`config.mk`:
```
export PLATFORM = sky130hd
export DESIGN_NAME = wabi_queue
export DESIGN_NICKNAME = d
export VERILOG_FILES = /design/src/sv/wabi_pkg.sv /design/src/sv/wabi_queue.sv
export SDC_FILE = /design/constraint.sdc
export NUM_CORES = 1
export LEC_CHECK = 0
export ABC_AREA = 1
export CORE_UTILIZATION = 44
export DETAILED_ROUTE_END_ITERATION = 16
export DONT_BUFFER_PORTS = 1
export GPL_TIMING_DRIVEN = 0
export PLACE_DENSITY_LB_ADDON = 0.15
export SLEW_MARGIN = 25
export SYNTH_ARGS = -nofsm -noshare
export SYNTH_HDL_FRONTEND = slang
export SYNTH_SLANG_ARGS = --single-unit
```
`constraint.sdc`:
```
create_clock -name i_clk -period 2.3 [get_ports i_clk]
set_clock_uncertainty 0.2 [all_clocks]
set_input_delay 0.345 -clock i_clk [delete_from_list [all_inputs] [get_ports i_clk]]
set_output_delay 0.345 -clock i_clk [all_outputs]
set_load 0.1 [all_outputs]
```
`src/sv/wabi_pkg.sv`:
```
package wabi_pkg;

    localparam int SAMPLE_BITS_DEF = 16;
    localparam int MAX_SAMPLES_DEF = 65536;

    localparam int FIELD_W     = 16;
    localparam int LEVEL_W     = 2;
    localparam int COUNT_W     = 17;
    localparam int SUM_W       = 32;
    localparam int INTEG_W     = 33;
    localparam int EPOCH_BITS  = 8;
    localparam int QUEUE_DEPTH = 4;
    localparam int CFG_INDEX_W = 3;
    localparam int OUT_W       = 72;

    localparam logic [COUNT_W-1:0]    COUNT_MAX  = '1;
    localparam logic [EPOCH_BITS-1:0] EPOCH_LAST = '1;

    localparam logic [FIELD_W-1:0] CLIP_THRESHOLD_RST  = 16'd512;
    localparam logic [FIELD_W-1:0] WINDOW_LOW_RST      = 16'd10000;
    localparam logic [FIELD_W-1:0] WINDOW_HIGH_RST     = 16'd50000;
    localparam logic [FIELD_W-1:0] INTEGRATE_START_RST = 16'd0;
    localparam logic [LEVEL_W-1:0] START_LEVEL_RST     = 2'd3;

    typedef enum logic [CFG_INDEX_W-1:0] {
        CFG_CLIP_THRESHOLD  = 3'd0,
        CFG_WINDOW_LOW      = 3'd1,
        CFG_WINDOW_HIGH     = 3'd2,
        CFG_INTEGRATE_START = 3'd3,
        CFG_START_LEVEL     = 3'd4
    } t_cfg_index;

    typedef enum logic [1:0] {
        OUT_MEASURED     = 2'd0,
        OUT_RETRY        = 2'd1,
        OUT_UNMEASURABLE = 2'd2
    } t_outcome;

    typedef enum logic [1:0] {
        BK_INIT,
        BK_RUN,
        BK_WRAP
    } t_back_state;

    // one classified sample as it travels from front to back
    typedef struct packed {
        logic [FIELD_W-1:0] sample;
        logic               first;
        logic               last;
        logic               well;
        logic               hist_en;
        logic               clip;
        logic               sum_en;
    } t_item;

    typedef struct packed {
        logic [EPOCH_BITS-1:0] epoch;
        logic [COUNT_W-1:0]    count;
    } t_hist_word;

    // end-of-waveform totals handed to the result pipeline
    typedef struct packed {
        t_outcome           outcome;
        logic [LEVEL_W-1:0] level_used;
        logic [LEVEL_W-1:0] next_level;
        logic [FIELD_W-1:0] mode_value;
        logic [COUNT_W-1:0] mode_count;
        logic [COUNT_W-1:0] sum_count;
        logic [SUM_W-1:0]   sum;
    } t_raw;

endpackage

```
`src/sv/wabi_queue.sv`:
```
module wabi_queue import wabi_pkg::*; (
    input  logic  i_clk,
    input  logic  i_rst_n,
    input  logic  i_push_valid,
    output logic  o_push_ready,
    input  t_item i_push_item,
    output logic  o_pop_valid,
    input  logic  i_pop_ready,
    output t_item o_pop_item
);

    localparam int PTR_W = $clog2(QUEUE_DEPTH);
    localparam int CNT_W = $clog2(QUEUE_DEPTH + 1);
    localparam logic [PTR_W-1:0] PTR_LAST = PTR_W'(QUEUE_DEPTH - 1);
    localparam logic [CNT_W-1:0] CNT_FULL = CNT_W'(QUEUE_DEPTH);

    t_item            r_slot [QUEUE_DEPTH];
    logic [PTR_W-1:0] r_wr;
    logic [PTR_W-1:0] r_rd;
    logic [CNT_W-1:0] r_count;
    logic [CNT_W-1:0] n_count;
    logic             push;
    logic             pop;

    assign o_push_ready = r_count != CNT_FULL;
    assign o_pop_valid  = r_count != '0;
    assign push         = i_push_valid && o_push_ready;
    assign pop          = o_pop_valid && i_pop_ready;
    assign o_pop_item   = r_slot[r_rd];

    always_comb begin
        n_count = r_count;
        if (push && !pop) begin
            n_count = r_count + CNT_W'(1);
        end else if (pop && !push) begin
            n_count = r_count - CNT_W'(1);
        end
    end

    always_ff @(posedge i_clk) begin
        if (!i_rst_n) begin
            r_wr    <= '0;
            r_rd    <= '0;
            r_count <= '0;
        end else begin
            r_count <= n_count;
            if (push) begin
                r_wr <= (r_wr == PTR_LAST) ? '0 : r_wr + PTR_W'(1);
            end
            if (pop) begin
                r_rd <= (r_rd == PTR_LAST) ? '0 : r_rd + PTR_W'(1);
            end
        end
    end

    always_ff @(posedge i_clk) begin
        if (push) begin
            r_slot[r_wr] <= i_push_item;
        end
    end

endmodule

```
Word-level counts from Yosys, hierarchy flattened
Memory sizes are Yosys's and may differ from the RTL's. A register that Yosys moved wholly into a read port is not among the register bits.
Cells that the tools add are included.
Word-level totals
  bits in writable memories: 88
  logic and storage cells: 27
  memories kept: 1
  flip-flop bits (word level): 7
Memory list
  r_slot: depth 4, width 22, read ports 1, clocked after Yosys merged registers in 1, wr ports 1, RTL line wabi_queue.sv:17  | t_item r_slot [QUEUE_DEPTH];
Operators by class
  add/subtract/negate cells: 4
  eq/ne operators: 3
  multiplexer cells: 8
  reductions and logical operators: 8
Operators with widths (count)
  2-bit two-way mux: 4
  3-bit two-way mux: 2
  2-bit by 1-bit adder with 2-bit output (second input constant): 2
  2-bit equality test (second input constant): 2
  1-bit logical AND: 4
  3-bit by 1-bit adder with 3-bit output (second input constant): 1
  3-bit != test (second input constant): 1
  3-bit nonzero test: 1
  3-bit by 1-bit subtractor with 3-bit output (second input constant): 1
  1-bit zero test: 2
  1-bit two-way mux: 2
  2-bit nonzero test: 1

Logic depth before layout (Yosys ltp)
  word-level depth: 6
  mapped depth: 13
  gate-level depth less buffers: 13

Worst setup path before layout
No wires, ideal clock.
  path kind: reg2reg
  start point: register r_count[1]
  end point: memory r_slot[0][0] (netlist name) (enable)
  setup slack: -0.716 ns
  arrival: 2.415 ns
  path buffers: 0
  cell stages (with the launch flop): 5
  period minus slack after synthesis: 3.016 ns
  data required time: 1.699 ns
  cell sequence: dfxtp_1 nor2_2 nand2_1 nand2_1 nor2_1
Between the ends
  cells in the longest elaborated chain, start to end: 4
RTL lines
  start, declared: RTL line wabi_queue.sv:20  | logic [CNT_W-1:0] r_count;
  start signal, assigned: RTL line wabi_queue.sv:46  | r_count <= n_count;
  3-bit != test: RTL line wabi_queue.sv:25  | assign o_push_ready = r_count != CNT_FULL;
  via o_push_ready: RTL line wabi_queue.sv:5  | output logic o_push_ready,
  1-bit logical AND: RTL line wabi_queue.sv:27  | assign push = i_push_valid && o_push_ready;
  1-bit two-way mux: RTL line wabi_queue.sv:57  | if (push) begin
  1-bit two-way mux (not written as such): RTL line wabi_queue.sv:58  | r_slot[r_wr] <= i_push_item;
  end, declared: RTL line wabi_queue.sv:17
The timed path passes the listed nets, and every way through them passes these cells.

==> metrics.txt <==
Overflow after GRT=0; post-DP HPWL=4485 um; critical path class=flip-flop to primary output; H-tree levels=3; Setup Viol. Count Final=2; unrepaired setup endpoints after global routing=true; Yosys cell types=21; vias in the first global route=between 2k and 2.5k; num ports=50; die area=0.009006 mm2; max-cap violation count=0; multi-input logic area=0.001237 mm2; Top FF cell, synth=edfxtp_1; CP startpoint kind=flip-flop; TritonCTS clock tree=done; CP required=1.75 ns; most instantiated library cell after synthesis=edfxtp_1; hold crit path type=input pin to flip-flop; first-pass GRT wire length=11790 um; Avg Inst Size Synth=13.42 um2; share of the synthesized area in the top cell type=0.6959; gr usage total=0.1831; Post-Syn Nets=316; Vias/cell=5.288; grt peak-use layer=met2; met2 Usage GRT=0.3213; nets=360; initial antenna violation count=0; clk slew on worst S/H paths=approximately 0.09 ns; Slew @ Worst Pin=~0.78 ns; pin count of the biggest net entering global routing=23; PnR worst setup slack=-0.005743 ns; Netlist Area Pre-Place=0.003797 mm2; Final Instance Area=0.005084 mm2; Synth area leaders=edfxtp_1, nor2_1, dfxtp_1, o21ai_0, o22ai_1; post-synthesis mux area share=0; Sinks on Clock Net=97; antenna diode count=0; core area=0.008299 mm2; fmax=around 430 MHz; wire per inst=18.61 um; initial core utilization=0.4576; Place WS=-0.08831 ns; Max FO, Critical Path=6; Clock Path Buffers=2; std cell rows=33; WP data arrival=1.76 ns; Clock Tree Root=clkbuf_8; routed vias=2311; EDFF count, synth=88; violations in the final reports=setup timing; Final Cycle Share=1.002; WL final=8133 um; Routed Antenna Nets=0; setup TNS=-0.007031 ns; post-synthesis adder-cell area fraction=0.02504; Synth area leader=edfxtp_1; reg2reg setup slack=0.11 ns; Area growth syn-to-layout=33.87%; relative slew slack=0.4792; synthesized flop and latch total=97; synth warn=0; sequential area share after synthesis=0.7433; Placed Area=0.004192 mm2; area fraction in compound gates after synthesis=0.1008; Final Hold Viols=0; status=complete, but fails checks; Critical Path End Type=primary output; fillers=652; fin. max-slew vios=0; Skew-Pair Late Insertion Delay=roughly 0.35 ns; first-pass iteration count of the detailed router=4; layout cells sized above 1=0.2620; Buffers on Ports=0; CTS buffer count=9; main combinational cell family by area after synthesis=compound AO/OA/AOI/OAI gates; Synth top cells by count=edfxtp_1, nor2_1, o21ai_0; DRT iter0 DRCs=94; gpl congestion=around 0.72; die width=94.90 um; post-synthesis instance total=283; area occupied by registers=roughly 0.0028 mm2; DRC=0; Final Critical Period=2.306 ns; DIE HEIGHT=around 95 um; Synth Area in XOR/XNOR=0; met3 Usage GRT=0.04911; async set or reset register ratio after synthesis=0; GR Util met1=0.2194; post-synthesis simple-gate area fraction=0.08204
==> per-stage QoR <==
| stage | hold slack [ns] | utilization | std cells |
|---|---|---|---|
| 2_1_floorplan | 0.2439 | - | 283 |
| 3_3_place_gp | 0.2440 | 0.4951 | 388 |
| 3_5_place_dp | 0.2440 | 0.5051 | 388 |
| 4_1_cts | 0.04590 | 0.5768 | 430 |
| 5_1_grt | 0.01710 | 0.6125 | 437 |
| 6_report | 0.02495 | 0.6125 | 437 |
==> repair_timing <==
| item | CTS | global route |
|---|---|---|
| hold buffers | 25 | 0 |
| setup buffers | 1 | 1 |
| setup endpoints to repair | 22 | 23 |
| hold endpoints to repair | 97 | 0 |
| cloned | 0 | 6 |
| pin swaps | 8 | 24 |
| gates resized for setup | 28 | 52 |
==> worst paths after layout <==
path,startpoint,end,depth (start not counted)
hold / removal,i_pop_ready,flip-flop,3
setup / recovery,flip-flop,o_pop_item[1],5
hold reg to reg,r_count[0],r_count[0],2
setup reg to reg,r_count[0],r_count[1],9
==> worst max-delay path, stage by stage (launching register included) <==
cell       delay [ns]
dfxtp_4          0.37
clkbuf_16        0.17
clkinv_16        0.07
clkbuf_16        0.14
o21ai_1          0.09
o22ai_4          0.56
==> metal layers <==
metal,part of all wire,up-vias
met1,0.44,1148
met3,0.037,6
met2,0.51,51
li1,-,1106
met4,0.0075,0
met5,0,-
==> cell type report <==
type                    count  area share
flip-flops and latches     97      0.5567
multi-input cells         156      0.2434
repair buffers             32     0.07679
plain buffers              13     0.03470
well taps                 105     0.02584
clock buffers               9     0.02437
clock inverters             7     0.01821
inverters                  17     0.01772
repair inverters            1    0.002215
==> cell families (layout without fill, tap and decap cells) <==
group	after synthesis	count (layout)
compound gates	71	71
fa+ha+maj	7	7
buf+inv	30	79
flops	97	97
simple gates	78	78
==> cell usage in the layout, fill, tap and decap left out, drive strengths merged <==
cell and n:
nand3b 1, nor2 59, fa 1, buf 15, nand3 2, clkinvlp 2, edfxtp 88, nand4 1
nand2 15, o22ai 22, clkinv 3, ha 6, o21ai 46, inv 18, dlygate4sd3 25, dfxtp 9
clkbuf 14, bufinv 2, a21oi 3
==> flip-flops by register name, indices dropped and copies added (netlist names), named ones only <==
signal   count
r_slot      88
r_count      3
r_rd         2
r_wr         2
Power is not shown: default switching activity piles up to over one toggle a cycle in this logic, so the estimate is an artifact.
