==> src/sv/wabi_pkg.sv <==
package wabi_pkg;

    localparam int SAMPLE_BITS_DEF = 16;
    localparam int MAX_SAMPLES_DEF = 65536;

    localparam int FIELD_W     = 16;
    localparam int LEVEL_W     = 2;
    localparam int COUNT_W     = 17;
    localparam int SUM_W       = 32;
    localparam int INTEG_W     = 33;
    localparam int EPOCH_BITS  = 8;
    localparam int QUEUE_DEPTH = 4;
    localparam int CFG_INDEX_W = 3;
    localparam int OUT_W       = 72;

    localparam logic [COUNT_W-1:0]    COUNT_MAX  = '1;
    localparam logic [EPOCH_BITS-1:0] EPOCH_LAST = '1;

    localparam logic [FIELD_W-1:0] CLIP_THRESHOLD_RST  = 16'd512;
    localparam logic [FIELD_W-1:0] WINDOW_LOW_RST      = 16'd10000;
    localparam logic [FIELD_W-1:0] WINDOW_HIGH_RST     = 16'd50000;
    localparam logic [FIELD_W-1:0] INTEGRATE_START_RST = 16'd0;
    localparam logic [LEVEL_W-1:0] START_LEVEL_RST     = 2'd3;

    typedef enum logic [CFG_INDEX_W-1:0] {
        CFG_CLIP_THRESHOLD  = 3'd0,
        CFG_WINDOW_LOW      = 3'd1,
        CFG_WINDOW_HIGH     = 3'd2,
        CFG_INTEGRATE_START = 3'd3,
        CFG_START_LEVEL     = 3'd4
    } t_cfg_index;

    typedef enum logic [1:0] {
        OUT_MEASURED     = 2'd0,
        OUT_RETRY        = 2'd1,
        OUT_UNMEASURABLE = 2'd2
    } t_outcome;

    typedef enum logic [1:0] {
        BK_INIT,
        BK_RUN,
        BK_WRAP
    } t_back_state;

    // one classified sample as it travels from front to back
    typedef struct packed {
        logic [FIELD_W-1:0] sample;
        logic               first;
        logic               last;
        logic               well;
        logic               hist_en;
        logic               clip;
        logic               sum_en;
    } t_item;

    typedef struct packed {
        logic [EPOCH_BITS-1:0] epoch;
        logic [COUNT_W-1:0]    count;
    } t_hist_word;

    // end-of-waveform totals handed to the result pipeline
    typedef struct packed {
        t_outcome           outcome;
        logic [LEVEL_W-1:0] level_used;
        logic [LEVEL_W-1:0] next_level;
        logic [FIELD_W-1:0] mode_value;
        logic [COUNT_W-1:0] mode_count;
        logic [COUNT_W-1:0] sum_count;
        logic [SUM_W-1:0]   sum;
    } t_raw;

endpackage

==> src/sv/wabi_front.sv <==
module wabi_front import wabi_pkg::*; #(
    parameter int SAMPLE_BITS = SAMPLE_BITS_DEF,
    parameter int MAX_SAMPLES = MAX_SAMPLES_DEF
) (
    input  logic                   i_clk,
    input  logic                   i_rst_n,
    input  logic                   s_axis_tvalid,
    output logic                   s_axis_tready,
    input  logic [FIELD_W-1:0]     s_axis_tdata,   // [15:0] sample
    input  logic                   s_axis_tlast,
    input  logic [1:0]             s_axis_tuser,   // [0] first_sample, [1] new_well
    input  logic                   i_cfg_valid,
    output logic                   o_cfg_ready,
    input  logic [CFG_INDEX_W-1:0] i_cfg_index,
    input  logic [FIELD_W-1:0]     i_cfg_data,
    input  logic                   i_init_done,
    input  logic                   i_push_ready,
    output logic                   o_push_valid,
    output t_item                  o_push_item,
    output logic [LEVEL_W-1:0]     o_start_level
);

    localparam int IDX_W = $clog2(MAX_SAMPLES + 1);
    localparam int CMP_W = (IDX_W > FIELD_W) ? IDX_W : FIELD_W;
    localparam logic [IDX_W-1:0] IDX_LIMIT = IDX_W'(MAX_SAMPLES);

    logic [FIELD_W-1:0] r_clip_threshold;
    logic [FIELD_W-1:0] r_window_low;
    logic [FIELD_W-1:0] r_window_high;
    logic [FIELD_W-1:0] r_integrate_start;
    logic [LEVEL_W-1:0] r_start_level;

    logic [IDX_W-1:0]   r_idx;
    logic [IDX_W-1:0]   n_idx;
    logic [IDX_W-1:0]   idx;
    logic [FIELD_W-1:0] smp;
    logic               active;
    logic               from_start;
    logic               push;

    assign o_cfg_ready = 1'b1;

    always_ff @(posedge i_clk) begin
        if (!i_rst_n) begin
            r_clip_threshold  <= CLIP_THRESHOLD_RST;
            r_window_low      <= WINDOW_LOW_RST;
            r_window_high     <= WINDOW_HIGH_RST;
            r_integrate_start <= INTEGRATE_START_RST;
            r_start_level     <= START_LEVEL_RST;
        end else if (i_cfg_valid) begin
            case (t_cfg_index'(i_cfg_index))
                CFG_CLIP_THRESHOLD:  r_clip_threshold  <= i_cfg_data;
                CFG_WINDOW_LOW:      r_window_low      <= i_cfg_data;
                CFG_WINDOW_HIGH:     r_window_high     <= i_cfg_data;
                CFG_INTEGRATE_START: r_integrate_start <= i_cfg_data;
                CFG_START_LEVEL:     r_start_level     <= i_cfg_data[LEVEL_W-1:0];
                default: ;
            endcase
        end
    end

    assign s_axis_tready = i_push_ready && i_init_done;
    assign push          = s_axis_tvalid && s_axis_tready;

    always_comb begin
        smp        = FIELD_W'(s_axis_tdata[SAMPLE_BITS-1:0]);
        idx        = s_axis_tuser[0] ? '0 : r_idx;
        active     = idx < IDX_LIMIT;
        from_start = CMP_W'(idx) >= CMP_W'(r_integrate_start);
        n_idx      = r_idx;
        if (push && active) begin
            n_idx = idx + IDX_W'(1);
        end else if (push) begin
            n_idx = idx;
        end
    end

    always_ff @(posedge i_clk) begin
        if (!i_rst_n) begin
            r_idx <= '0;
        end else begin
            r_idx <= n_idx;
        end
    end

    always_comb begin
        o_push_item.sample  = smp;
        o_push_item.first   = s_axis_tuser[0];
        o_push_item.last    = s_axis_tlast;
        o_push_item.well    = s_axis_tuser[1];
        o_push_item.hist_en = active && (smp >= r_window_low) && (smp < r_window_high);
        o_push_item.clip    = active && (smp < r_clip_threshold);
        o_push_item.sum_en  = active && from_start;
    end

    assign o_push_valid  = push;
    assign o_start_level = r_start_level;

endmodule

==> config.mk <==
export PLATFORM = sky130hd
export DESIGN_NAME = wabi_front
export DESIGN_NICKNAME = d
export VERILOG_FILES = /design/src/sv/wabi_pkg.sv /design/src/sv/wabi_front.sv
export SDC_FILE = /design/constraint.sdc
export NUM_CORES = 1
export LEC_CHECK = 0
export BUFFER_PORTS_ARGS = -buffer_cell sky130_fd_sc_hd__buf_4
export CORE_MARGIN = 8
export CORE_UTILIZATION = 40
export CTS_BUF_LIST = sky130_fd_sc_hd__clkbuf_2
export DETAILED_ROUTE_END_ITERATION = 16
export PLACE_DENSITY = 0.68
export SYNTH_ARGS = -nofsm -noshare
export SYNTH_HDL_FRONTEND = slang
export SYNTH_SLANG_ARGS = --single-unit
export TNS_END_PERCENT = 100
==> constraint.sdc <==
create_clock -name i_clk -period 2.4 [get_ports i_clk]
set_input_delay 0 -clock i_clk [delete_from_list [all_inputs] [get_ports i_clk]]
set_output_delay 0 -clock i_clk [all_outputs]
set_load 0.005 [all_outputs]
# Yosys cells after proc, flatten, opt, wreduce, memory -nomap -nowiden
# Index checks and enable logic that the tools add are counted.
# op_classes
mul	0
magnitude_cmp	5
addsub	1
div_mod_pow	0
reduce_logical	14
n_mux	3
eq_ne	4
bitwise	0
n_shift	0
# ops
cell	count
two-way mux 17 bit	3
less-than comparator 16 bit	2
adder 17 x 1 -> 17 bit, second input constant	1
>= comparator 17 x 16 -> 1 bit	1
less-than comparator 17 bit, second input constant	1
>= comparator 16 bit	1
AND reduction 2 bit	5
logical AND 1 bit	7
== test 3 x 2 -> 1 bit, second input constant	2
== test 3 x 1 -> 1 bit, second input constant	1
== test 3 bit, second input constant	1
zero test 3 bit	1
nonzero test 2 bit	1
# word_totals
ramBits	0
romBits	0
memories	0
out_inout_bits	27
wordCells	33
reg_bits	83
in_bits	44
latchBits	0

# Logic depth before layout (Yosys ltp)
# depth
depth_word	4
depth_mapped	9
depth_no_buf	8

# Worst setup path before layout
# No wires, ideal clock.
# synth_path
kind	register to register
start	reg r_idx[1]
end	reg r_idx[8]
setup_slack_ns	0.737
synth_period_minus_slack_ns	1.663
required_ns	2.285
arrival_ns	1.548
path_stages_with_launch	8
path_buffers	0
setup_ns	0.115
path_cell_list	dfxtp_1 -> nor2b_1 -> ha_1 -> nand3_1 -> nor4_4 -> nand3_1 -> xor2_1 -> and2_1
# synth_via
elab_chain_cells	4
word_cells_on_any_way	6
cone_classes	1 x add/sub; 1 x order compare; 2 x mux; 2 x reduce/logical
# synth_lines
item	line	text
start, declared	wabi_front.sv:33	logic [IDX_W-1:0] r_idx;
start signal, assigned	wabi_front.sv:82	r_idx <= n_idx;
two-way mux 17 bit *	wabi_front.sv:67	idx = s_axis_tuser[0] ? '0 : r_idx;
less-than comparator 17 bit	wabi_front.sv:68	active = idx < IDX_LIMIT;
logical AND 1 bit	wabi_front.sv:71	if (push && active) begin
two-way mux 17 bit or nonzero test 2 bit (tied branches)	-	
# Mark *: on every way between the ends. The rest lies on a longest branch, timed or not.
# A chain may end at the register's enable or synchronous reset.

==> results.md <==
- I/O pins: 71
- Clk_skew: 13.1 ps
- Worst Path Required: 2400 ps
- Delay-heaviest family, CP: compound AO/OA/AOI/OAI gates
- Syn Area/Cell: 7.85 um^2
- Number of global-route vias before repair: 4536
- CP Class: reg2out
- Setup-failing EPs final: 0
- CTS Buf Count: 9
- Post-Place Cells: 844
- Max VDD drop: 0.000256 V
- Reg2reg setup slack: 530 ps
- Total power: 0.00267 W
- Synth Area in Simple Gates: 22.9%
- R2R depth: 7
- Place WS: 511 ps
- Initial antenna violation count: 1
- H-tree Lvls: 3
- Fraction of final layout cells sized beyond drive strength 1: 14.4%
- Clock share of power: 30.3%
- Power Dens Cells: 436 nW/um^2
- Clk root buf: clkbuf_2
- Final cell count without fillers: 895
- Die width: 129 um
- Crit path arrival time: 2310 ps
- Placed instance area: 5570 um^2
- Slowest CP cell: dfxtp_1
- Compound-cell area share of the yosys netlist: 17.3%
- Sequential fraction of design power: 53.3%
- Clock transition at path regs: 180 ps
- Die Ht: 129 um
- Final Max Tran Viols: 0
- Period utilization: 96.4%
- DR DRC count: 0
- Post-synthesis xor/xnor area fraction: 1.54%
- Fmax: 0.432 GHz
- Clk sinks: 83
- Mapped Nets: 756
- Final Cell Area: 6120 um^2
- Fin crit period: 2310 ps
- Initial Util: 40.8%
- Router iterations before antenna repair: 4
- CTS Buffer Depth: 2
- Max incr delay on CP: 410 ps
- Pint: 0.00196 W
- Initial DRC Count: 208
- RR Startpoint: r_idx[1]
- Ys Warns: 0
- Core ar.: 12500 um^2
- Synth Cell Area: 5100 um^2
- Global-route wire length before repair: 21000 um
- Main combinational cell family by area after synthesis: simple AND/OR/NAND/NOR gates
- Sw power: 0.000714 W
- Gate count of the mapped netlist: 650
- Leakage: 2.40 nW
- Max-slew headroom: 49.8%
- Startpoint Class: flop
- RSZ-0062 raised after global routing: true
- CTS tree: done
- Most frequent cells in the layout: nand2_1, dfxtp_1, buf_4
- Number of vias per cell: 4.98
- Hold Crit Class: in2out
- Area growth syn-to-layout: 20.0%
- Routed len/inst: 14.1 um
- Synthesized flop and latch total: 83
- Mux contribution to synthesized area: 0.392%
- Setup bufs post-CTS: 0
- Worst-skew pair later-pin latency: 540 ps
- Total global-route track usage: 15.7%
- Final global-route overflow total: 0
- Final Net Count: 825
- Vias post-DR: 4453
- Final Hold Viols: 0
- CP endpoint kind: output pin
- Max-cap violation count: 0
- Worst setup path endpoint: o_push_item[0]
- Critical-path cell list: nor2b_1 -> ha_1 -> a211oi_1 -> o41ai_1 -> o21ai_0 -> o21ai_2 -> buf_4
- ANT nets after route: 0
- Sequential share of the synthesized area: 32.6%
- Crit-path max FO: 4
- Routability cong.: 0.800
- Most common cell after layout, fill and taps aside: nand2_1
- Worst-Margin Slew: 752 ps
- Pin count of the biggest net entering global routing: 87
- Post-DP HPWL: 9170 um
- Netlist cell types: 44
- Row Count: 41
- Setup crit start: r_idx[14]
- Post-synthesis adder-cell area fraction: 15.4%
- Post-layout util: 48.9%
- Final worst setup slack: 85.8 ps
- Combinational Power Share: 16.4%
- Die area: 16600 um^2
- Buf+Inv Stages, Crit Path: 1
- I/O Buffers: 65
- Critical Path Stages: 7
- Switching part of the total: 26.8%
- Outcome: finished, final reports clean
- Worst r2r dst: r_idx[12]
- Post-Route WL: 12600 um
## cells by family (layout without fill, tap and decap cells)
family,Yosys count,in the layout
DFF,83,83
buffers and inverters,111,183
xor gates and xnor gates,9,9
AOI/OAI and AO/OA,129,129
other,1,2
muxes,2,2
adders and majority gates,63,63
and+or+nand+nor,252,252
## how the worst min path moves through the flow
stage	startpoint	to	slack, ps	cells past startpoint
after global routing	s_axis_tuser[1]	o_push_item[3]	0.01	0
final	s_axis_tuser[1]	o_push_item[3]	0.002	0
after CTS	s_axis_tlast	o_push_item[4]	0.04	0
after floorplan	s_axis_tdata[4]	o_push_item[10]	80	1
after detailed placement	s_axis_tlast	o_push_item[4]	0.04	0
after global placement	s_axis_tlast	o_push_item[4]	0.04	0
## power by group through the flow
stage | clock network (W) | logic (W) | registers [W]
after global placement | 0 | 0.000370 | 0.00145
final | 0.000810 | 0.000438 | 0.00142
after floorplan | 0 | 0.000224 | 0.00145
after global routing | 0.000870 | 0.000490 | 0.00143
after detailed placement | 0 | 0.000385 | 0.00145
after CTS | 0.000819 | 0.000427 | 0.00142
## flip-flops by register name (all words and copies together) (netlist names)
signal / flops
r_clip_threshold: 16
r_integrate_start: 16
r_idx: 17
o_start_level: 2
r_window_high: 16
r_window_low: 16
## synthesized netlist by cell type
| master | number | area (um^2) |
|---|---|---|
| maj3_1 | 1 | 10.0 |
| inv_1 | 66 | 248 |
| o21a_1 | 3 | 22.5 |
| o211a_1 | 1 | 10.0 |
| a21boi_0 | 56 | 420 |
| nand2b_1 | 4 | 25.0 |
| mux2i_1 | 2 | 20.0 |
| buf_4 | 20 | 150 |
| nand3b_1 | 3 | 22.5 |
| dfxtp_1 | 83 | 1660 |
| a31oi_1 | 1 | 6.26 |
| and2_1 | 12 | 75.1 |
| nand3_2 | 1 | 10.0 |
| conb_1 | 1 | 3.75 |
| buf_2 | 6 | 30.0 |
| o21ai_0 | 23 | 115 |
| nand4_1 | 11 | 68.8 |
| a2111oi_0 | 1 | 8.76 |
| a22oi_1 | 1 | 7.51 |
| o211ai_1 | 13 | 97.6 |
| and4_1 | 2 | 17.5 |
| o31a_1 | 1 | 8.76 |
| nor2b_2 | 1 | 8.76 |
| o41ai_1 | 2 | 17.5 |
| ha_1 | 62 | 776 |
| o311ai_0 | 1 | 8.76 |
| nor2b_1 | 14 | 87.6 |
| clkbuf_1 | 19 | 71.3 |
| nor4_1 | 2 | 12.5 |
| a21oi_1 | 14 | 70.1 |
| or2_2 | 2 | 12.5 |
| a21o_1 | 1 | 7.51 |
| nor2_1 | 23 | 86.3 |
| nand2_1 | 151 | 567 |
| nand3_1 | 15 | 75.1 |
| xnor2_1 | 2 | 17.5 |
| nor4_4 | 2 | 42.5 |
| nand4b_1 | 1 | 8.76 |
| nor3_2 | 1 | 10.0 |
| a211oi_1 | 11 | 82.6 |
| and2b_1 | 1 | 7.51 |
| nor3_1 | 3 | 15.0 |
| and3_1 | 3 | 18.8 |
| xor2_1 | 7 | 61.3 |
## layer usage
| layer | vias to the layer above | GRT usage (%) | share of wire (%) |
|---|---|---|---|
| li1 | 2287 | - | - |
| met1 | 2077 | 18.3 | 44 |
| met2 | 78 | 27.9 | 49 |
| met3 | 11 | 2.85 | 4.6 |
| met4 | 0 | 6.01 | 1.6 |
| met5 | - | 0 | 0 |
## through the flow
step / setup TNS, ps / hold slack, ps
4_1_cts: 0 / 0.0381
2_1_floorplan: 0 / 80.8
6_report: 0 / 0.00224
3_3_place_gp: 0 / 0.0381
3_5_place_dp: 0 / 0.0381
5_1_grt: -6.20 / 0.0108
## timing repair
item / in CTS / in global routing
pin swaps: 2 / 11
setup endpoints to repair: 2 / 3
resized for setup: 4 / 20
hold endpoints to repair: 69 / 0
hold buffers: 36 / 0
## cell type report
type	instances	area, um^2
Sequential cell	83	1670
Tap cell	172	215
Antenna cell	1	2.50
Clock inverter	4	67.6
Timing Repair Buffer	103	863
Inverter	66	248
Clock buffer	10	50.0
Fill cell	1254	6390
Multi-Input combinational cell	456	3010
(Power assumes the default switching activity.)
