**src/sv/wabi_pkg.sv**
```systemverilog
package wabi_pkg;

    localparam int SAMPLE_BITS_DEF = 16;
    localparam int MAX_SAMPLES_DEF = 65536;

    localparam int FIELD_W     = 16;
    localparam int LEVEL_W     = 2;
    localparam int COUNT_W     = 17;
    localparam int SUM_W       = 32;
    localparam int INTEG_W     = 33;
    localparam int EPOCH_BITS  = 8;
    localparam int QUEUE_DEPTH = 4;
    localparam int CFG_INDEX_W = 3;
    localparam int OUT_W       = 72;

    localparam logic [COUNT_W-1:0]    COUNT_MAX  = '1;
    localparam logic [EPOCH_BITS-1:0] EPOCH_LAST = '1;

    localparam logic [FIELD_W-1:0] CLIP_THRESHOLD_RST  = 16'd512;
    localparam logic [FIELD_W-1:0] WINDOW_LOW_RST      = 16'd10000;
    localparam logic [FIELD_W-1:0] WINDOW_HIGH_RST     = 16'd50000;
    localparam logic [FIELD_W-1:0] INTEGRATE_START_RST = 16'd0;
    localparam logic [LEVEL_W-1:0] START_LEVEL_RST     = 2'd3;

    typedef enum logic [CFG_INDEX_W-1:0] {
        CFG_CLIP_THRESHOLD  = 3'd0,
        CFG_WINDOW_LOW      = 3'd1,
        CFG_WINDOW_HIGH     = 3'd2,
        CFG_INTEGRATE_START = 3'd3,
        CFG_START_LEVEL     = 3'd4
    } t_cfg_index;

    typedef enum logic [1:0] {
        OUT_MEASURED     = 2'd0,
        OUT_RETRY        = 2'd1,
        OUT_UNMEASURABLE = 2'd2
    } t_outcome;

    typedef enum logic [1:0] {
        BK_INIT,
        BK_RUN,
        BK_WRAP
    } t_back_state;

    // one classified sample as it travels from front to back
    typedef struct packed {
        logic [FIELD_W-1:0] sample;
        logic               first;
        logic               last;
        logic               well;
        logic               hist_en;
        logic               clip;
        logic               sum_en;
    } t_item;

    typedef struct packed {
        logic [EPOCH_BITS-1:0] epoch;
        logic [COUNT_W-1:0]    count;
    } t_hist_word;

    // end-of-waveform totals handed to the result pipeline
    typedef struct packed {
        t_outcome           outcome;
        logic [LEVEL_W-1:0] level_used;
        logic [LEVEL_W-1:0] next_level;
        logic [FIELD_W-1:0] mode_value;
        logic [COUNT_W-1:0] mode_count;
        logic [COUNT_W-1:0] sum_count;
        logic [SUM_W-1:0]   sum;
    } t_raw;

endpackage

```
**src/sv/wabi_result.sv**
```systemverilog
module wabi_result import wabi_pkg::*; (
    input  logic             i_clk,
    input  logic             i_rst_n,
    input  logic             i_raw_valid,
    output logic             o_raw_ready,
    input  t_raw             i_raw,
    output logic             m_axis_tvalid,
    input  logic             m_axis_tready,
    output logic [OUT_W-1:0] m_axis_tdata
);

    localparam int PROD_W = COUNT_W + FIELD_W;

    typedef struct packed {
        t_outcome           outcome;
        logic [LEVEL_W-1:0] level_used;
        logic [LEVEL_W-1:0] next_level;
        logic [FIELD_W-1:0] mode_value;
        logic [COUNT_W-1:0] mode_count;
        logic [SUM_W-1:0]   sum;
        logic [PROD_W-1:0]  prod;
    } t_prod;

    logic               r_s1_v;
    t_raw               r_s1;
    logic               r_s2_v;
    t_prod              r_s2;
    logic               r_out_v;
    logic [OUT_W-1:0]   r_out;

    logic               out_free;
    logic               s2_go;
    logic               s2_free;
    logic               s1_go;
    logic               s1_free;
    logic [INTEG_W-1:0] integral;

    assign out_free    = !r_out_v || m_axis_tready;
    assign s2_go       = r_s2_v && out_free;
    assign s2_free     = !r_s2_v || s2_go;
    assign s1_go       = r_s1_v && s2_free;
    assign s1_free     = !r_s1_v || s1_go;
    assign o_raw_ready = s1_free;

    assign integral = INTEG_W'(r_s2.sum) - INTEG_W'(r_s2.prod);

    always_ff @(posedge i_clk) begin
        if (!i_rst_n) begin
            r_s1_v  <= 1'b0;
            r_s2_v  <= 1'b0;
            r_out_v <= 1'b0;
        end else begin
            if (s1_free) r_s1_v <= i_raw_valid;
            if (s2_free) r_s2_v <= r_s1_v;
            if (out_free) r_out_v <= r_s2_v;
        end
    end

    always_ff @(posedge i_clk) begin
        if (i_raw_valid && s1_free) begin
            r_s1 <= i_raw;
        end
        if (s1_go) begin
            r_s2.outcome    <= r_s1.outcome;
            r_s2.level_used <= r_s1.level_used;
            r_s2.next_level <= r_s1.next_level;
            r_s2.mode_value <= r_s1.mode_value;
            r_s2.mode_count <= r_s1.mode_count;
            r_s2.sum        <= r_s1.sum;
            r_s2.prod       <= PROD_W'(r_s1.sum_count) * PROD_W'(r_s1.mode_value);
        end
        if (s2_go) begin
            r_out <= {integral, r_s2.mode_count, r_s2.mode_value,
                      r_s2.next_level, r_s2.level_used, r_s2.outcome};
        end
    end

    assign m_axis_tvalid = r_out_v;
    assign m_axis_tdata  = r_out;

endmodule

```
**config.mk**
```make
export PLATFORM = sky130hd
export DESIGN_NAME = wabi_result
export DESIGN_NICKNAME = d
export VERILOG_FILES = /design/src/sv/wabi_pkg.sv /design/src/sv/wabi_result.sv
export SDC_FILE = /design/constraint.sdc
export NUM_CORES = 1
export LEC_CHECK = 0
export ABC_AREA = 0
export ABC_CLOCK_PERIOD_IN_PS = 11700
export BUFFER_PORTS_ARGS = -buffer_cell sky130_fd_sc_hd__buf_4
export CAP_MARGIN = 0
export CORE_MARGIN = 3
export CORE_UTILIZATION = 25
export CTS_CLUSTER_DIAMETER = 200
export CTS_CLUSTER_SIZE = 8
export DETAILED_ROUTE_END_ITERATION = 10
export GPL_TIMING_DRIVEN = 0
export PLACE_DENSITY = 0.38
export SLEW_MARGIN = 10
export SYNTH_ARGS = -nofsm -noshare
export SYNTH_HDL_FRONTEND = slang
export SYNTH_SLANG_ARGS = --single-unit
```
**constraint.sdc**
```tcl
create_clock -name i_clk -period 11.7 [get_ports i_clk]
set_input_delay 2.34 -clock i_clk [delete_from_list [all_inputs] [get_ports i_clk]]
set_output_delay 2.34 -clock i_clk [all_outputs]
set_load 0.02 [all_outputs]
```
---- Word level (Yosys, flattened, before mapping) ----
Index checks and enable logic that the tools add are counted.
cells by class
  add/sub/neg operators ................... 1
  $mul .................................... 1
  reductions and logical operators ........ 9
operators with widths
  cell               number
  $mul 17x16->33     1
  $sub 32x33->33     1
  $logic_and 1x1->1  3
  $logic_not 1->1    3
  $logic_or 1x1->1   3
storage, ports and cells
  register bits ........................... 267
  bits of input ports ..................... 92
  word-level logic and storage cells ...... 29

---- Depth between registers and ports, before layout ----
Gate-level depths: netlist (run 1).
  word-level depth ........................ 7
  mapped depth ............................ 23

---- Least setup slack after synthesis (run 1) ----
No wires, ideal clock.
  path type ............................... in2reg
  start ................................... in m_axis_tready
  end ..................................... reg r_s2[0] (netlist name) (enable)
  library setup time ...................... 726 ps
  data arrival time ....................... 9962 ps
  path slack .............................. 1012 ps
  cell stages on the path ................. 2
  buffers on the path ..................... 0
  path through ............................ nor2b_1 -> a21boi_0
on the way
  cells in the longest elaborated chain, start to end .. 4
RTL lines
  what                RTL line           text
  start: declaration  wabi_result.sv:8   input logic m_axis_tready,
  $logic_or 1x1->1    wabi_result.sv:38  assign out_free = !r_out_v || m_axis_tready;
  $logic_and 1x1->1   wabi_result.sv:39  assign s2_go = r_s2_v && out_free;
  $logic_or 1x1->1    wabi_result.sv:40  assign s2_free = !r_s2_v || s2_go;
  $logic_and 1x1->1   wabi_result.sv:41  assign s1_go = r_s1_v && s2_free;
  net s1_go           wabi_result.sv:34  logic s1_go;
  end: declaration    wabi_result.sv:27  t_prod r_s2;
The timed path passes the listed nets, and every way through them passes these cells.
A chain may end at the register's enable or synchronous reset.

---- Worst setup path after layout (run 1) ----
  start ................................... reg r_s1[70] (netlist name)
  end ..................................... reg r_s2[27] (netlist name) (data pin)
on the way
  cells in the longest elaborated chain, start to end .. 1
RTL lines
  what                      RTL line           text
  start: declaration        wabi_result.sv:25  t_raw r_s1;
  start signal: assignment  wabi_result.sv:61  r_s1 <= i_raw;
  $mul 17x16->33            wabi_result.sv:70  r_s2.prod <= PROD_W'(r_s1.sum_count) * PROD_W'(r_s1.mode_value);
Every way passes these cells.

==> results of run 1 <==
[cell families after synthesis]
| family | share of synthesized area, % |
|---|---|
| XOR/XNOR | 2.62 |
| buffers and inverters | 6.54 |
| AO/OA/AOI/OAI | 6.50 |
| AND/OR/NAND/NOR | 11.5 |
| multiplexers | 0.0525 |
| adder cells (fa/ha/maj) | 30.9 |
| flip-flops | 41.9 |
[registers in the layout, summed over array words and instances, names as in the netlist]
signal         count
m_axis_tvalid      1
r_s1              88
r_s2             104
m_axis_tdata      72
r_s2_v             1
r_s1_v             1
[through the flow]
step	instance area [um^2]	instances	setup WS (ns)	TNS (ns)	utilization, %
global route	22900	2829	4.32	0	30.5
floorplan	19100	1632	1.01	0	-
detailed placement	21800	2778	4.71	0	29.1
global placement	21500	2766	-4.98	-513.98	28.7
CTS	22900	2829	4.71	0	30.5
finish	22900	2829	4.78	0	30.5
[cells in the final DEF, fill, tap and decap left out, types with 4 or more instances in the layout]
master / netlist / layout
o211ai_1: 7 / 7
clkbuf_16: 0 / 40
buf_4: 0 / 165
nor2_1: 35 / 35
a21o_1: 15 / 15
fa_1: 209 / 209
inv_1: 283 / 283
nor3b_1: 4 / 4
and2_1: 138 / 138
o21bai_1: 8 / 8
edfxtp_1: 264 / 264
ha_1: 137 / 137
nand3_1: 17 / 17
a31oi_1: 7 / 6
xor2_1: 18 / 18
nand2_1: 183 / 183
and3_1: 7 / 7
buf_12: 0 / 8
o21a_1: 14 / 14
clkbuf_1: 41 / 49
nand2b_1: 5 / 5
nor3_1: 13 / 13
buf_2: 6 / 6
nor2b_1: 10 / 9
xnor2_1: 39 / 39
buf_16: 0 / 4
o21ai_0: 33 / 33
a21oi_1: 65 / 65
nand4_1: 12 / 12
[path summary, 6_finish.rpt]
check,start,end,slack [ns],depth (start not counted)
min reg2reg,r_s2[70],m_axis_tdata[27],0.41,0
max reg2reg,r_s1[70],r_s2[27],4.78,20
max,r_s1[70],r_s2[27],4.78,20
min,r_s2[70],m_axis_tdata[27],0.41,0
[layer usage]
layer / routed length [um] / global-route usage, % / up-vias
met2: 24600 / 21.9 / 226
met4: 1390 / 4.28 / 0
met5: 0 / 0 / -
met1: 24000 / 17.8 / 5870
li1: - / - / 5790
met3: 1820 / 2.11 / 77
[layout make-up]
| cell class | count | area (um^2) | area share [%] |
|---|---|---|---|
| flip-flops and latches | 267 | 7990 | 34.9 |
| inverters | 283 | 1060 | 4.64 |
| clock inverters | 3 | 32.5 | 0.142 |
| multi-input cells | 1035 | 9860 | 43.1 |
| clock buffers | 48 | 1030 | 4.51 |
| well taps | 969 | 1210 | 5.30 |
| repair buffers | 177 | 1510 | 6.59 |
| plain buffers | 47 | 184 | 0.804 |
==> impl_metrics.yaml, run 1 <==
setup_path:
  slowest_delay_ns: 0.67
  crit_slowest_cell: "edfxtp_1"
  arrival_ns: 7.20
  critical_path.top_delay_family: "adder cells"
  cp-start-kind: "flop"
  crit_path_frequent_cell: "fa_1"
  endpoint_kind: "flop"
  crit_chain: "clkbuf_1 > and2_1 > fa_1 > inv_1 > fa_1 > fa_1 > inv_1 > fa_1 > fa_1 > inv_1 > fa_1 > inv_1 > ha_1 > a21oi_1 > o21ai_0 > a31o_2 > a21oi_1 > o31ai_1 > a311oi_1 > xnor2_1"
  path_buf_inv: 5
  crit_fanout: 10
  cp_data_required_time_ns: 11.99
  crit_type: "reg2reg"
timing:
  fin_crit_sh_pct: 59.1
  tightest_slew_ns: 0.779
  fmax_mhz: 145
  setup_viol: 0
  relSlewSlack_pct: 47.9
  fin_skew_ns: 0.0115
  hold_viol: 0
  finalHoldWorstSlack_ns: 0.409
  rsz0062_at_grt: "no"
  period_minus_slack_ns: 6.92
  drv_slew: 0
yosys:
  synth-edff-count: 264
  yosysWarnings: 0
  synth.area.top_cells: "edfxtp_1, fa_1, ha_1, inv_1, and2_1"
  synthTopCellsByCount: "inv_1, edfxtp_1, fa_1"
  yosysTopAreaCellShare_pct: 41.6
  synth_ff_type: "edfxtp_1"
  syn_area_um2: 19100
  ys_seq_area_share_pct: 41.9
  yosysMostFrequentCell: "inv_1"
  async_reset_ff_share_pct: 0
  synth_cells: 1632
  synth-seq-cells: 267
  syn_avg_cell_area_um2: 11.7
  syn_nets: 2070
  synth.distinct_cells: 63
  synth_area_leader_cell: "edfxtp_1"
flow_run:
  max_cap_violations: 0
clock_tree:
  cts.sinks: 267
  htreeDepth: 2
  cts_max_path_buffers: 3
  post-cts-setup-buffer-count: 0
  hold_buffers: 0
  cts_made_buffers: 39
  cts_resized: 0
  root_buffer: "clkbuf_16"
  cts_tree: "built"
  clk_latency_ns: 0.54
  path_clk_slew_ns: 0.06
grt:
  grt_pass1_vias: 13200
  grt-ovfl-total: 0
  antenna_found_initial: 0
  grt_pass1_wl_mm: 79.7
  grt.total_usage_pct: 13.3
  grt_max_degree: 26
finish:
  n_antenna_cell: 0
  finalNetCount: 2288
  n_fill_cell: 7686
  syn2layout_area_growth_pct: 20.0
  drive_gt1_share_pct: 13.1
routing:
  totalWireLength_mm: 51.8
  viasPerCell: 4.23
  num_vias: 12000
  drc: 0
  drt-initial-drc-count: 555
  wl_per_cell_um: 18.3
  dr.pass1.iters: 6
  ant_nets: 0
die:
  ios: 166
  coreArea_um2: 74900
  die-area_um2: 79600
  row_count: 100
  initial_utilization_pct: 25.4
  fp.dieH_um: 282
  dieWidth_um: 282
placement:
  routabilityCongestion: 0.859
  port_buffers: 165
  dp_hpwl_mm: 40.6
status:
  status: "finished clean"
worst_hold_path:
  min_path_type: "reg2reg"
Power of run 1 is left out: the tool's default activity adds up to more than one toggle a clock period on the data nets, which glitch-free logic cannot reach.
==> run 2: changes to the inputs <==
Settings changed: ABC_AREA 0 to 1, ABC_CLOCK_PERIOD_IN_PS 11700 to 5900, PLACE_DENSITY 0.38 to 0.39.
Clock period 11.7 ns to 5.9 ns, I/O delays scaled along.
==> run 2 against run 1 <==
Against the previous run: register-to-register slack worse by 4.5 ns; synthesized area up 7.7%; synthesized cell count up 39%; highest routed layer unchanged; cell area is 8.3% higher; via count rose by 21%; setup slack worse by 4.5 ns; clock skew up 0.051 ns; critical path type unchanged; sequential cell count did not move; critical endpoint unchanged.
==> impl_metrics.yaml, run 2 <==
placement:
  postPlaceCellArea_um2: 23200
  routabilityCongestion: 0.854
  port_buffers: 165
  pre_cts_ws_ns: -0.836
  dp_hpwl_mm: 45.8
finish:
  final_cell_mix: "nand2_1, inv_1, edfxtp_1"
  drive_gt1_share_pct: 13.1
  final_area_um2: 24800
  top_register: "r_s2"
  n_fill_cell: 8647
  syn2layout_area_growth_pct: 20.7
  ff_latch_area_um2: 7990
  largest_register_ffs: 104
  mostFrequentLayoutCell: "nand2_1"
  n_antenna_cell: 0
  finalNetCount: 2939
  multi_input_area_um2: 10000
yosys:
  synth-edff-count: 264
  synth-seq-cells: 267
  yosysTopAreaCellShare_pct: 38.6
  synth_area_leader_cell: "edfxtp_1"
  synth.area.top_cells: "edfxtp_1, fa_1, nand2_1, inv_1, ha_1"
  ys_seq_area_share_pct: 38.9
  syn_avg_cell_area_um2: 9.03
  yosysMostFrequentCell: "nand2_1"
  async_reset_ff_share_pct: 0
  synth.distinct_cells: 25
  synth_ff_type: "edfxtp_1"
  syn_area_um2: 20500
  synthTopCellsByCount: "nand2_1, inv_1, edfxtp_1"
  synth_cells: 2273
  yosysWarnings: 0
  syn_nets: 2711
timing:
  fin_setup_tns_ns: 0
  fmax_mhz: 177
  rsz0062_at_grt: "no"
  fin_crit_sh_pct: 96.0
  period_minus_slack_ns: 5.66
  tightest_slew_ns: 0.633
  drv_slew: 0
  fin_skew_ns: 0.0629
  relSlewSlack_pct: 57.7
  setup_viol: 0
  finalHoldWorstSlack_ns: 0.408
  hold_viol: 0
  setup_ws_ns: 0.237
die:
  row_count: 104
  ios: 166
  die-area_um2: 85600
  coreArea_um2: 80900
  initial_utilization_pct: 25.4
  dieWidth_um: 293
  fp.dieH_um: 293
setup_path:
  cp_data_required_time_ns: 6.19
  arrival_ns: 5.96
  rrSetupSlack_ns: 0.24
  crit_fanout: 10
  crit_type: "reg2reg"
  cp-start-kind: "flop"
  endpoint_kind: "flop"
clock_tree:
  cts_max_path_buffers: 3
  cts_made_buffers: 39
  cts_tree: "built"
  cts.sinks: 267
  htreeDepth: 2
  clk_latency_ns: 0.59
  root_buffer: "clkbuf_16"
  path_clk_slew_ns: 0.05
grt:
  grt.total_usage_pct: 14.3
  grt_max_degree: 79
  antenna_found_initial: 0
  grt_pass1_wl_mm: 92.4
  grt_pass1_vias: 15500
  grt-ovfl-total: 0
routing:
  wl_per_cell_um: 16.9
  drt-initial-drc-count: 708
  ant_nets: 0
  totalWireLength_mm: 60.3
  drc: 0
  num_vias: 14400
  dr.pass1.iters: 5
  viasPerCell: 4.03
status:
  status: "finished clean"
power:
  leakage_nw: 13.0
  total_power_mw: 14.5
  ir_drop_v: 0.000355
  powerDensity_nw_per_um2: 584
flow_run:
  max_cap_violations: 0
worst_hold_path:
  min_path_type: "reg2reg"
run 2: worst max-delay path: stages (launching register included):
cell	delay [ns]
edfxtp_1	0.54
buf_6	0.22
nand2_1	0.10
fa_1	0.54
inv_1	0.07
fa_1	0.48
fa_1	0.57
fa_1	0.43
fa_1	0.55
inv_1	0.07
fa_1	0.48
inv_1	0.05
ha_1	0.43
nand2_2	0.13
nor3_1	0.31
nand3_1	0.19
nand4_1	0.13
nand2_1	0.08
run 2: power by group:
part           switching, mW  internal, mW  total (mW)  leakage (nW)
logic                   6.26          3.39        9.64          9.91
registers             0.0704          2.68        2.76          2.53
clock network          0.871          1.21        2.08         0.521
total                   7.20          7.28        14.5          13.0
run 2: cells by family after synthesis:
logic type               Yosys count  share of synthesized area [%]
AO/OA/AOI/OAI                     51                           1.32
XOR/XNOR                          33                           1.41
buffers and inverters            692                           12.7
adder cells (fa/ha/maj)          346                           28.7
AND/OR/NAND/NOR                  884                           17.0
flip-flops                       267                           38.9
run 2: path summary, 6_finish.rpt:
check            from          endpoint  cells after the start
min          r_s2[89]  m_axis_tdata[13]                      0
min reg2reg  r_s2[89]  m_axis_tdata[13]                      0
max reg2reg  r_s1[45]          r_s2[27]                     17
max          r_s1[45]          r_s2[27]                     17
run 2: final cells by class:
type | count | share of cell area [%]
multi-input combinational | 1314 | 40.4
sequential | 267 | 32.2
inverter | 626 | 9.52
timing repair buffer | 220 | 7.04
tap | 1060 | 5.35
clock buffer | 54 | 4.17
buffer | 33 | 1.00
clock inverter | 4 | 0.252
run 2: routing by layer:
layer  GRT usage [%]  up-vias  routed length [um]
met1            18.2     6865               26400
met2            25.0      298               29600
met4            4.92        0                1910
li1                -     7184                   -
met3            1.92       87                2380
met5               0        -                   0
run 2: repair_timing:
action / in CTS / in global routing
hold buffers: 0 / 0
gates cloned: 0 / 0
setup buffers: 22 / 28
setup endpoints to repair: 21 / 18
resized for setup: 47 / 57
run 2: stage by stage:
stage | util [%] | instances
after floorplan | - | 2273
after global placement | 28.5 | 3498
after detailed placement | 28.7 | 3503
after CTS | 30.2 | 3555
after global routing | 30.6 | 3578
final | 30.6 | 3578
No activity file was read; power rests on OpenSTA's default activity.
